[src/sv/tbsf_pkg.sv]
// shared types, constants and the stuffing classifier for the byte-stuffed framer
package tbsf_pkg;

  // frame delimiter, escape mark and the xor applied to an escaped byte
  localparam logic [7:0] FRAME_MARK  = 8'h5E;
  localparam logic [7:0] ESCAPE_MARK = 8'h5D;
  localparam logic [7:0] STUFF_XOR   = 8'h60;

  // number of stuffed payload bytes per frame: identifier, value low, value high
  localparam int PAYLOAD_BYTES = 3;

  // default depth of the queue between front and back
  localparam int QUEUE_DEPTH = 2;

  // input word
  typedef struct packed {
    logic [7:0]  sensor_id;
    logic [15:0] sample_value;
  } item_word_t;

  // output word
  typedef struct packed {
    logic [7:0] line_byte;
    logic       frame_end;
  } line_word_t;

  // classified frame: payload bytes already xored where an escape is due
  typedef struct packed {
    logic [PAYLOAD_BYTES-1:0][7:0] data;
    logic [PAYLOAD_BYTES-1:0]      esc;
  } frame_t;

  // true for a byte that collides with a mark and must be escaped
  function automatic logic needs_escape(input logic [7:0] b);
    return (b == ESCAPE_MARK) || (b == FRAME_MARK);
  endfunction

  // byte as it goes out after an escape, or unchanged
  function automatic logic [7:0] stuff_byte(input logic [7:0] b);
    return needs_escape(b) ? (b ^ STUFF_XOR) : b;
  endfunction

endpackage

[src/sv/tbsf_front.sv]
// front stage: takes input words and classifies their bytes for stuffing
module tbsf_front (
  input  logic                clk,
  input  logic                rst,
  input  logic                item_valid,
  output logic                item_stall,
  input  tbsf_pkg::item_word_t item_data,
  output logic                frame_valid,
  input  logic                frame_stall,
  output tbsf_pkg::frame_t    frame_data
);

  logic              load;
  logic [2:0][7:0]   raw;
  tbsf_pkg::frame_t  classified;

  // transmit order of payload bytes
  assign raw[0] = item_data.sensor_id;
  assign raw[1] = item_data.sample_value[7:0];
  assign raw[2] = item_data.sample_value[15:8];

  // per-byte escape flag and stuffed value
  always_comb begin
    for (int i = 0; i < tbsf_pkg::PAYLOAD_BYTES; i++) begin
      classified.esc[i]  = tbsf_pkg::needs_escape(raw[i]);
      classified.data[i] = tbsf_pkg::stuff_byte(raw[i]);
    end
  end

  // holding register frees when the queue takes the word
  assign item_stall = frame_valid && frame_stall;
  assign load       = item_valid && !item_stall;

  always_ff @(posedge clk) begin
    if (rst) begin
      frame_valid <= 1'b0;
    end else if (!item_stall) begin
      frame_valid <= item_valid;
    end
  end

  always_ff @(posedge clk) begin
    if (load) begin
      frame_data <= classified;
    end
  end

endmodule

[src/sv/tbsf_queue.sv]
// short fifo of classified frames between front and back
module tbsf_queue #(
  parameter int DEPTH = tbsf_pkg::QUEUE_DEPTH
) (
  input  logic             clk,
  input  logic             rst,
  input  logic             push_valid,
  output logic             push_stall,
  input  tbsf_pkg::frame_t push_data,
  output logic             pop_valid,
  input  logic             pop_ready,
  output tbsf_pkg::frame_t pop_data
);

  localparam int PtrW = (DEPTH > 1) ? $clog2(DEPTH) : 1;
  localparam int CntW = $clog2(DEPTH + 1);

  tbsf_pkg::frame_t entries [DEPTH];
  logic [PtrW-1:0]  wr_ptr;
  logic [PtrW-1:0]  rd_ptr;
  logic [CntW-1:0]  count;
  logic             push;
  logic             pop;

  assign push_stall = (count == CntW'(DEPTH));
  assign pop_valid  = (count != '0);
  assign push       = push_valid && !push_stall;
  assign pop        = pop_valid && pop_ready;
  assign pop_data   = entries[rd_ptr];

  // storage
  always_ff @(posedge clk) begin
    if (push) begin
      entries[wr_ptr] <= push_data;
    end
  end

  // pointers and fill count
  always_ff @(posedge clk) begin
    if (rst) begin
      wr_ptr <= '0;
      rd_ptr <= '0;
      count  <= '0;
    end else begin
      if (push) begin
        wr_ptr <= (wr_ptr == PtrW'(DEPTH - 1)) ? '0 : wr_ptr + 1'b1;
      end
      if (pop) begin
        rd_ptr <= (rd_ptr == PtrW'(DEPTH - 1)) ? '0 : rd_ptr + 1'b1;
      end
      if (push && !pop) begin
        count <= count + 1'b1;
      end else if (pop && !push) begin
        count <= count - 1'b1;
      end
    end
  end

  // fill count tracks pushes and pops
  a_pop_drains: assert property (@(posedge clk) disable iff (rst)
    pop && !push |=> count == $past(count) - 1'b1)
    else $error("queue count did not drop on pop");

  a_push_fills: assert property (@(posedge clk) disable iff (rst)
    push && !pop |=> count == $past(count) + 1'b1)
    else $error("queue count did not rise on push");

  a_no_overfill: assert property (@(posedge clk) disable iff (rst)
    count <= CntW'(DEPTH))
    else $error("queue count beyond depth");

endmodule

[src/sv/tbsf_back.sv]
// back stage: walks one classified frame and emits its line bytes one per cycle while line_stall is low
module tbsf_back (
  input  logic                 clk,
  input  logic                 rst,
  input  logic                 frame_valid,
  output logic                 frame_ready,
  input  tbsf_pkg::frame_t     frame_data,
  output logic                 line_valid,
  input  logic                 line_stall,
  output tbsf_pkg::line_word_t line_data
);

  typedef enum logic [3:0] {
    ST_IDLE = 4'b0001,
    ST_ESC  = 4'b0010,
    ST_DATA = 4'b0100,
    ST_FOOT = 4'b1000
  } phase_t;

  phase_t               state;
  phase_t               state_next;
  logic [1:0]           idx;
  logic [1:0]           idx_next;
  tbsf_pkg::frame_t     cur;
  tbsf_pkg::line_word_t word_next;
  logic                 valid_next;
  logic                 advance;

  // output register moves when empty or taken
  assign advance     = !line_valid || !line_stall;
  assign frame_ready = advance && (state == ST_IDLE);

  // sequencer: header, then per byte an optional escape and the data, then footer
  always_comb begin
    state_next = state;
    idx_next   = idx;
    word_next  = line_data;
    valid_next = 1'b0;
    unique case (state)
      ST_IDLE: begin
        word_next.line_byte = tbsf_pkg::FRAME_MARK;
        word_next.frame_end = 1'b0;
        valid_next          = frame_valid;
        idx_next            = '0;
        if (frame_valid) begin
          state_next = frame_data.esc[0] ? ST_ESC : ST_DATA;
        end
      end
      ST_ESC: begin
        word_next.line_byte = tbsf_pkg::ESCAPE_MARK;
        word_next.frame_end = 1'b0;
        valid_next          = 1'b1;
        state_next          = ST_DATA;
      end
      ST_DATA: begin
        word_next.line_byte = cur.data[idx];
        word_next.frame_end = 1'b0;
        valid_next          = 1'b1;
        if (idx == 2'(tbsf_pkg::PAYLOAD_BYTES - 1)) begin
          state_next = ST_FOOT;
        end else begin
          idx_next   = idx + 1'b1;
          state_next = cur.esc[idx + 1'b1] ? ST_ESC : ST_DATA;
        end
      end
      ST_FOOT: begin
        word_next.line_byte = tbsf_pkg::FRAME_MARK;
        word_next.frame_end = 1'b1;
        valid_next          = 1'b1;
        state_next          = ST_IDLE;
      end
      default: begin
        state_next = ST_IDLE;
      end
    endcase
  end

  // control state
  always_ff @(posedge clk) begin
    if (rst) begin
      state      <= ST_IDLE;
      idx        <= '0;
      line_valid <= 1'b0;
    end else if (advance) begin
      state      <= state_next;
      idx        <= idx_next;
      line_valid <= valid_next;
    end
  end

  // payload: current frame and output word
  always_ff @(posedge clk) begin
    if (frame_ready && frame_valid) begin
      cur <= frame_data;
    end
    if (advance) begin
      line_data <= word_next;
    end
  end

  // a frame in progress always has a byte on the line
  a_busy_shows: assert property (@(posedge clk) disable iff (rst)
    state != ST_IDLE |-> line_valid)
    else $error("frame in progress without a line byte");

  // an escape is always followed by the xored mark
  a_escape_pair: assert property (@(posedge clk) disable iff (rst)
    line_valid && !line_stall && line_data.line_byte == tbsf_pkg::ESCAPE_MARK
    |=> line_valid && (line_data.line_byte == (tbsf_pkg::ESCAPE_MARK ^ tbsf_pkg::STUFF_XOR) ||
                       line_data.line_byte == (tbsf_pkg::FRAME_MARK ^ tbsf_pkg::STUFF_XOR)))
    else $error("escape not followed by a stuffed byte");

  // frame end only on a delimiter
  a_end_mark: assert property (@(posedge clk) disable iff (rst)
    line_valid && line_data.frame_end |-> line_data.line_byte == tbsf_pkg::FRAME_MARK)
    else $error("frame end on a byte other than the delimiter");

endmodule

[src/sv/telemetry_byte_stuffed_framer_core.sv]
// top level of the byte-stuffed telemetry framer
// a taken word's header byte passes the front register, a queue entry and the back
// sequencer's output register, sending one line byte per cycle while line_stall is low;
// a frame is the header, each payload byte after an optional escape, and the footer
// the front takes a new word while the back still sends, up to the queue depth plus one
// reset (rst, synchronous) empties the front register, the queue and the output register
module telemetry_byte_stuffed_framer_core #(
  parameter int QUEUE_DEPTH = tbsf_pkg::QUEUE_DEPTH
) (
  input  logic                 clk,
  input  logic                 rst,
  input  logic                 item_valid,
  output logic                 item_stall,
  input  tbsf_pkg::item_word_t item_data,
  output logic                 line_valid,
  input  logic                 line_stall,
  output tbsf_pkg::line_word_t line_data
);

  logic             f_valid;
  logic             f_stall;
  tbsf_pkg::frame_t f_data;
  logic             q_valid;
  logic             q_ready;
  tbsf_pkg::frame_t q_data;

  // accept and classify
  tbsf_front u_front (
    .clk         (clk),
    .rst         (rst),
    .item_valid  (item_valid),
    .item_stall  (item_stall),
    .item_data   (item_data),
    .frame_valid (f_valid),
    .frame_stall (f_stall),
    .frame_data  (f_data)
  );

  // decoupling queue
  tbsf_queue #(
    .DEPTH (QUEUE_DEPTH)
  ) u_queue (
    .clk        (clk),
    .rst        (rst),
    .push_valid (f_valid),
    .push_stall (f_stall),
    .push_data  (f_data),
    .pop_valid  (q_valid),
    .pop_ready  (q_ready),
    .pop_data   (q_data)
  );

  // serialize frames onto the line
  tbsf_back u_back (
    .clk         (clk),
    .rst         (rst),
    .frame_valid (q_valid),
    .frame_ready (q_ready),
    .frame_data  (q_data),
    .line_valid  (line_valid),
    .line_stall  (line_stall),
    .line_data   (line_data)
  );

endmodule
[config.mk]
export PLATFORM = sky130hd
export DESIGN_NAME = telemetry_byte_stuffed_framer_core
export DESIGN_NICKNAME = d
export VERILOG_FILES = /design/src/sv/tbsf_pkg.sv /design/src/sv/tbsf_front.sv /design/src/sv/tbsf_queue.sv /design/src/sv/tbsf_back.sv /design/src/sv/telemetry_byte_stuffed_framer_core.sv
export SDC_FILE = /design/constraint.sdc
export NUM_CORES = 1
export LEC_CHECK = 0
export BUFFER_PORTS_ARGS = -buffer_cell sky130_fd_sc_hd__buf_2
export CELL_PAD_IN_SITES_DETAIL_PLACEMENT = 1
export CELL_PAD_IN_SITES_GLOBAL_PLACEMENT = 1
export CORE_MARGIN = 3
export CORE_UTILIZATION = 50
export CTS_CLUSTER_DIAMETER = 150
export DETAILED_ROUTE_END_ITERATION = 10
export PLACE_DENSITY = 0.8
export SLEW_MARGIN = 15
export SYNTH_ARGS = -nofsm -noshare
export SYNTH_HDL_FRONTEND = slang
export SYNTH_SLANG_ARGS = --single-unit
[constraint.sdc]
create_clock -name clk -period 3 [get_ports clk]
set_input_delay 0.45 -clock clk [delete_from_list [all_inputs] [get_ports clk]]
set_output_delay 0.45 -clock clk [all_outputs]
set_load 0.02 [all_outputs]
== Yosys cells after proc, flatten, opt, wreduce, memory -nomap -nowiden ==
Memories as Yosys holds them, arrays and structs flattened. A register that Yosys moved wholly into a read port is not among the register bits.
Index checks and enable logic that the tools add are counted.

* Bits in registers: 75
* Memory bits (writable): 54
* Memories kept: 1

{| class="wikitable"
|+ Memory list
! name !! words !! width !! rd ports !! clocked after memory_dff !! write ports !! line !! text
|-
| u_queue.entries || 2 || 27 || 1 || 1 || 1 || tbsf_queue.sv:18 || <nowiki>tbsf_pkg::frame_t entries [DEPTH];</nowiki>
|}

* Add/subtract/negate cells: 5
* Order comparisons: 2
* Eq/ne operators: 14
* Mux-type cells: 24
* Bitwise gates (word level): 3
* Reductions and logical operators: 25

{| class="wikitable"
|+ Operators with widths
! cell !! count
|-
| equality test 8 x 7 -> 1 bit, second input constant || 6
|-
| case mux 9 bit (4 select lines) || 1
|-
| 2-to-1 mux 7 bit || 3
|-
| binary-select mux 8 bit (select 2 bit) || 1
|-
| case mux 4 bit (3 select lines) || 1
|-
| 2-to-1 mux 4 bit || 2
|-
| 2-to-1 mux 8 bit || 1
|-
| logical AND 1 bit || 7
|-
| 2-to-1 mux 1 bit || 7
|-
| zero test 1 bit || 6
|-
| less-than comparator 2 x 3 -> 1 bit, second input constant || 2
|-
| 2-to-1 mux 2 bit || 3
|-
| 2-to-1 mux 3 bit || 2
|-
| NOT 2 bit || 3
|-
| nonzero test 2 bit || 3
|-
| adder 2 x 1 -> 2 bit, second input constant || 2
|-
| equality test 2 bit, second input constant || 2
|-
| equality test 4 x 1 -> 1 bit, second input constant || 1
|-
| equality test 4 x 2 -> 1 bit, second input constant || 1
|-
| equality test 4 x 3 -> 1 bit, second input constant || 1
|-
| equality test 4 bit, second input constant || 1
|-
| logical OR 1 bit || 4
|-
| case mux 2 bit (2 select lines) || 1
|-
| AND reduction 2 bit || 2
|-
| 9 further kinds || 10
|}

== Logic depth before layout (Yosys ltp) ==
* Word-level depth: 7
* Depth in mapped cells: 8

== By module ==
From an unflattened synthesis, not the netlist that was laid out.

* Cells, all modules: 293
* Area, all modules: 4,978.5 sq um

{| class="wikitable"
|+ Modules (own cells, without submodules)
! module !! instances !! cells each !! area each (sq um) !! sequential area each (sq um)
|-
| tbsf_queue || 1 || 109 || 2,165.8 || 1,721.7
|-
| tbsf_back || 1 || 131 || 1,785.5 || 1,221.2
|-
| tbsf_front || 1 || 53 || 1,027.2 || 830.8
|}

== Worst setup path before layout ==
OpenSTA, ideal clock, no wires.

* Path kind: register to register
* Start: register u_back.state[2]
* End: register u_queue.count[1]
* Data arrival time: 2,581 ps
* Data required time: 2,929 ps
* Slack: 348 ps
* Cell stages (with the launch flop): 8
* Path buffers: 1
* Path through: dfxtp_1 > buf_2 > nor4b_2 > and3_1 > inv_1 > ha_1 > or3_1 > a21oi_1

* Cells in the longest elaborated chain, start to end: 6
* Elaborated cells on any way between the ends: 8
* Those cells by class: 1 x eq/ne; 1 x mux; 6 x reduce/logical

{| class="wikitable"
|+ RTL lines
! what !! line !! text
|-
| from (decl) || tbsf_back.sv:20 || <nowiki>phase_t state;</nowiki>
|-
| from (signal assigned) || tbsf_back.sv:85 || <nowiki>state <= state_next;</nowiki>
|-
| equality test 4 x 1 -> 1 bit (*) || tbsf_back.sv:31 || <nowiki>assign frame_ready = advance && (state == ST_IDLE);</nowiki>
|-
| logical AND 1 bit (*) || tbsf_back.sv:31 ||
|-
| logical AND 1 bit (*) || tbsf_queue.sv:28 || <nowiki>assign pop = pop_valid && pop_ready;</nowiki>
|-
| net u_queue.pop || tbsf_queue.sv:23 || <nowiki>logic pop;</nowiki>
|-
| zero test 1 bit || tbsf_queue.sv:51 || <nowiki>if (push && !pop) begin</nowiki>
|-
| logical AND 1 bit || tbsf_queue.sv:51 ||
|-
| 2-to-1 mux 2 bit or nonzero test 2 bit (tied branches) || -- ||
|-
| to (signal assigned) || tbsf_queue.sv:52 || <nowiki>count <= count + 1'b1;</nowiki>
|-
| to (signal assigned) || tbsf_queue.sv:54 || <nowiki>count <= count - 1'b1;</nowiki>
|-
| to (decl) || tbsf_queue.sv:21 || <nowiki>logic [CntW-1:0] count;</nowiki>
|}

Mark *: on every way through the listed nets, which the timed path passes. The rest lies on a longest branch.
A chain may end at the register's enable or synchronous reset.

== Worst setup path after layout ==
* Start: register u_back.state[0]
* End: register u_queue.count[1]

Same word-level chain as after synthesis.

==> flow_summary_export.csv <==
group,metric,value,unit
cts,root_buffer,"clkbuf_8",
finish,design.final.nets,370,
timing,maxSlewHeadroom,47.31,%
power_and_ir_drop,cellLeakagePower,2.021,nW
floorplanning,top_level_ports,39,
power_and_ir_drop,power_frac_comb,16.0,%
cts,ctsHoldBuffers,0,
floorplanning,die-area,11090,sq um
critical_path,reg2regPathDepth,6,
cts,clock_sink_count,130,
power_and_ir_drop,p_int,3.886,mW
global_routing,maximum_number_of_pins_on_one_net_before_global_route_repair,29,
synth,postSynth.topFlopCell,"edfxtp_1",
routing,routed_wl,9715,um
timing,final-max-slew-violation-count,0,
synth,netlist.top_cell.by_area,"edfxtp_1",
critical_path,worst-setup-path-type,"flop to flop",
critical_path,data_arrival_time_of_the_critical_path,2.58,ns
cts,cts_buffers,17,
power_and_ir_drop,power_switching_share,28.01,%
synth,library_cell_with_the_highest_instance_count_after_synthesis,"edfxtp_1",
floorplanning,placementRows,35,
cts,clkTransAtPathRegs,0.06,ns
timing,final_period_utilization,71.42,%
power_and_ir_drop,total_switching_power,1.512,mW
global_routing,grt_pass1_wl,15530,um
floorplanning,dieHeight,105.3,um
routing,detail-route-antenna-nets,0,
run,drv.max_cap_violation_count,0,
critical_path,endpoint_kind,"flop",
timing,timing_worst_slew_pin_value,0.7903,ns
cts,cts_max_path_buffers,2,
floorplanning,coreArea,9415,sq um
finish,antenna_cells,0,
cts,htreeDepth,4,
placement,detailedPlace.worstSlack,0.8444,ns
power_and_ir_drop,power_density,925.7,nW/um^2
power_and_ir_drop,power_frac_seq,49.2,%
timing,post-route-worst-setup-slack,0.8575,ns
min_path,hold_class,"input pin to flop",
routing,detail_route.vias_per_cell,5.382,
synth,synth-edff-count,117,
global_routing,first_global_vias,2791,
timing,final.hold.worst_slack,0.1320,ns
timing,setup-tns-final,0,ns
min_path,worst_hold_path.num_cells,1,
synth,synth_area,4931,sq um
routing,dr_pass1_iterations,4,
synth,synth-seq-area-share,76.53,%
routing,dr.first_iter.drc_count,182,
synth,postSynthCellCount,288,
outcome,status,"completed",
timing,layout_min_cycle_time,2.142,ns
synth,netlist_top_cells_count,"edfxtp_1, mux2_2, nor2_1",
placement,port-buffer-count,38,
synth,share_of_flip_flops_with_an_asynchronous_set_or_reset,0,%
finish,count_of_non_filler_cells_in_the_finished_layout,482,
floorplanning,initial_utilization,52.37,%
routing,total_vias_in_the_final_route,2594,
cts,cts_setup_buffers,0,
finish,layout-drive-gt1-share,31.73,%
timing,unrepaired_setup_endpoints_after_global_routing,"false",
synth,synthDominantCellAreaShare,71.25,%
cts,tritoncts,"built",
power_and_ir_drop,vdd_drop_max,0.0003595,V
placement,routabilityCongestion,0.8173,
placement,place_hpwl,6384,um
floorplanning,fp.dieW,105.3,um
global_routing,grt_overflow,0,
synth,synthesis.nets,318,
placement,dpl.cell_count,450,
routing,avgRoutedWirePerCell,20.16,um
routing,drc,0,
cts,clock_insertion_delay_worst_skew,0.51,ns
finish,fill_cells,862,
synth,synth.avg_cell_area,17.12,sq um
timing,max_freq,466.7,MHz
global_routing,total_track_usage,19.02,%
finish,area.growth.synth_to_final,18.27,%
timing,timing.clock.skew,0.007305,ns
cts,resized_after_cts,0,
power_and_ir_drop,clock_power_share,34.8,%
timing,setup-violations-final,0,
critical_path,critPathRequiredTime,3.44,ns
global_routing,antenna_found_initial,0,
finish,utilization,61.94,%
timing,final_hold_viol_count,0,
critical_path,critPathMaxFanout,11,
synth,leading_post_synthesis_cells_by_cell_area,"edfxtp_1, mux2_2, dfxtp_1, a21oi_1, mux2i_1",
critical_path,setup.worst_path.start_class,"flop",
synth,synthDistinctLibCells,43,
synth,synthesis.yosys.warnings,0,
synth,ys_seq_elements,130,
-- critical path, stage by stage (launching register included) --
cell     delay, ns
dfxtp_1       0.50
nor4b_2       0.43
and3_1        0.24
inv_1         0.05
ha_1          0.32
or3_1         0.38
a21oi_1       0.15
-- cell families (layout without fill, tap and decap cells) --
| family | after synthesis | after routing | share of synthesized area [%] |
|---|---|---|---|
| AND/OR/NAND/NOR | 56 | 56 | 6.851 |
| multiplexers | 36 | 36 | 8.018 |
| AO/OA/AOI/OAI | 38 | 38 | 5.024 |
| buffers and inverters | 18 | 83 | 1.649 |
| flip-flops | 130 | 130 | 76.53 |
| XOR/XNOR | 8 | 8 | 1.421 |
| adder cells (fa/ha/maj) | 2 | 2 | 0.5074 |
-- state kept, by name (all words and copies together), names as in the netlist, named ones only --
register and cells:
u_queue.entries 54, u_queue.rd_ptr 1, u_back.line_valid 1, u_back.line_data 9, u_queue.count 2, u_front.frame_data 27
u_back.idx 2, u_queue.wr_ptr 1, u_back.state 4, u_front.frame_valid 1, u_back.cur 27
-- final timing paths --
kind,startpoint,endpoint,slack (ns)
setup / recovery,u_back.state[0]$_SDFFE_PP1P_,u_queue.count[1]$_SDFFE_PP0P_,0.86
setup reg to reg,u_back.state[0]$_SDFFE_PP1P_,u_queue.count[1]$_SDFFE_PP0P_,0.86
hold / removal,item_data[23],u_front.frame_data[10]$_DFFE_PP_,0.13
hold reg to reg,u_front.frame_data[23]$_DFFE_PP_,u_queue.entries[1][23]$_DFFE_PP_,0.45
-- placed cells by master, fill, tap and decap left out, drive strengths merged, types with 8 or more instances in the layout --
master,netlist,final
buf,8,45
o21ai,10,10
clkbuf,4,18
inv,6,10
dfxtp,13,13
nor2,19,19
a21oi,16,16
edfxtp,117,117
mux2i,8,8
mux2,28,28
-- final cells by class --
type / count / area [sq um] / area share (%)
clock buffer: 18 / 417.9 / 7.166
tap: 129 / 161.4 / 2.768
inverter: 6 / 22.52 / 0.3862
multi-input combinational: 140 / 1081 / 18.54
sequential: 130 / 3774 / 64.71
timing repair buffer: 45 / 242.7 / 4.162
clock inverter: 14 / 132.6 / 2.274
-- power by group through the flow --
stage               clock network, mW  registers [mW]  logic, mW
finish                           1.88            2.66      0.862
global route                     2.01            2.69      0.953
CTS                              1.91            2.66      0.875
detailed placement                  0            2.70      0.858
global placement                    0            2.66      0.813
floorplan                           0            2.60      0.618
-- per-layer routing --
metal  vias to the layer above  share of wire (%)  routed length, um  GRT usage [%]
met5                         -                  0                  0              0
met4                         0                1.6                157          6.654
met3                        13                3.2                314          5.144
met2                        47                 53               5160          33.52
met1                      1327                 42               4083          22.37
li1                       1207                  -                  -              -
-- per-stage QoR --
| stage | power (mW) | instance area [sq um] |
|---|---|---|
| after global routing | 5.656 | 5832 |
| after detailed placement | 3.554 | 5281 |
| after floorplan | 3.213 | 4931 |
| after CTS | 5.449 | 5832 |
| after global placement | 3.476 | 5281 |
| final | 5.399 | 5832 |
No activity file was read; power rests on OpenSTA's default activity.
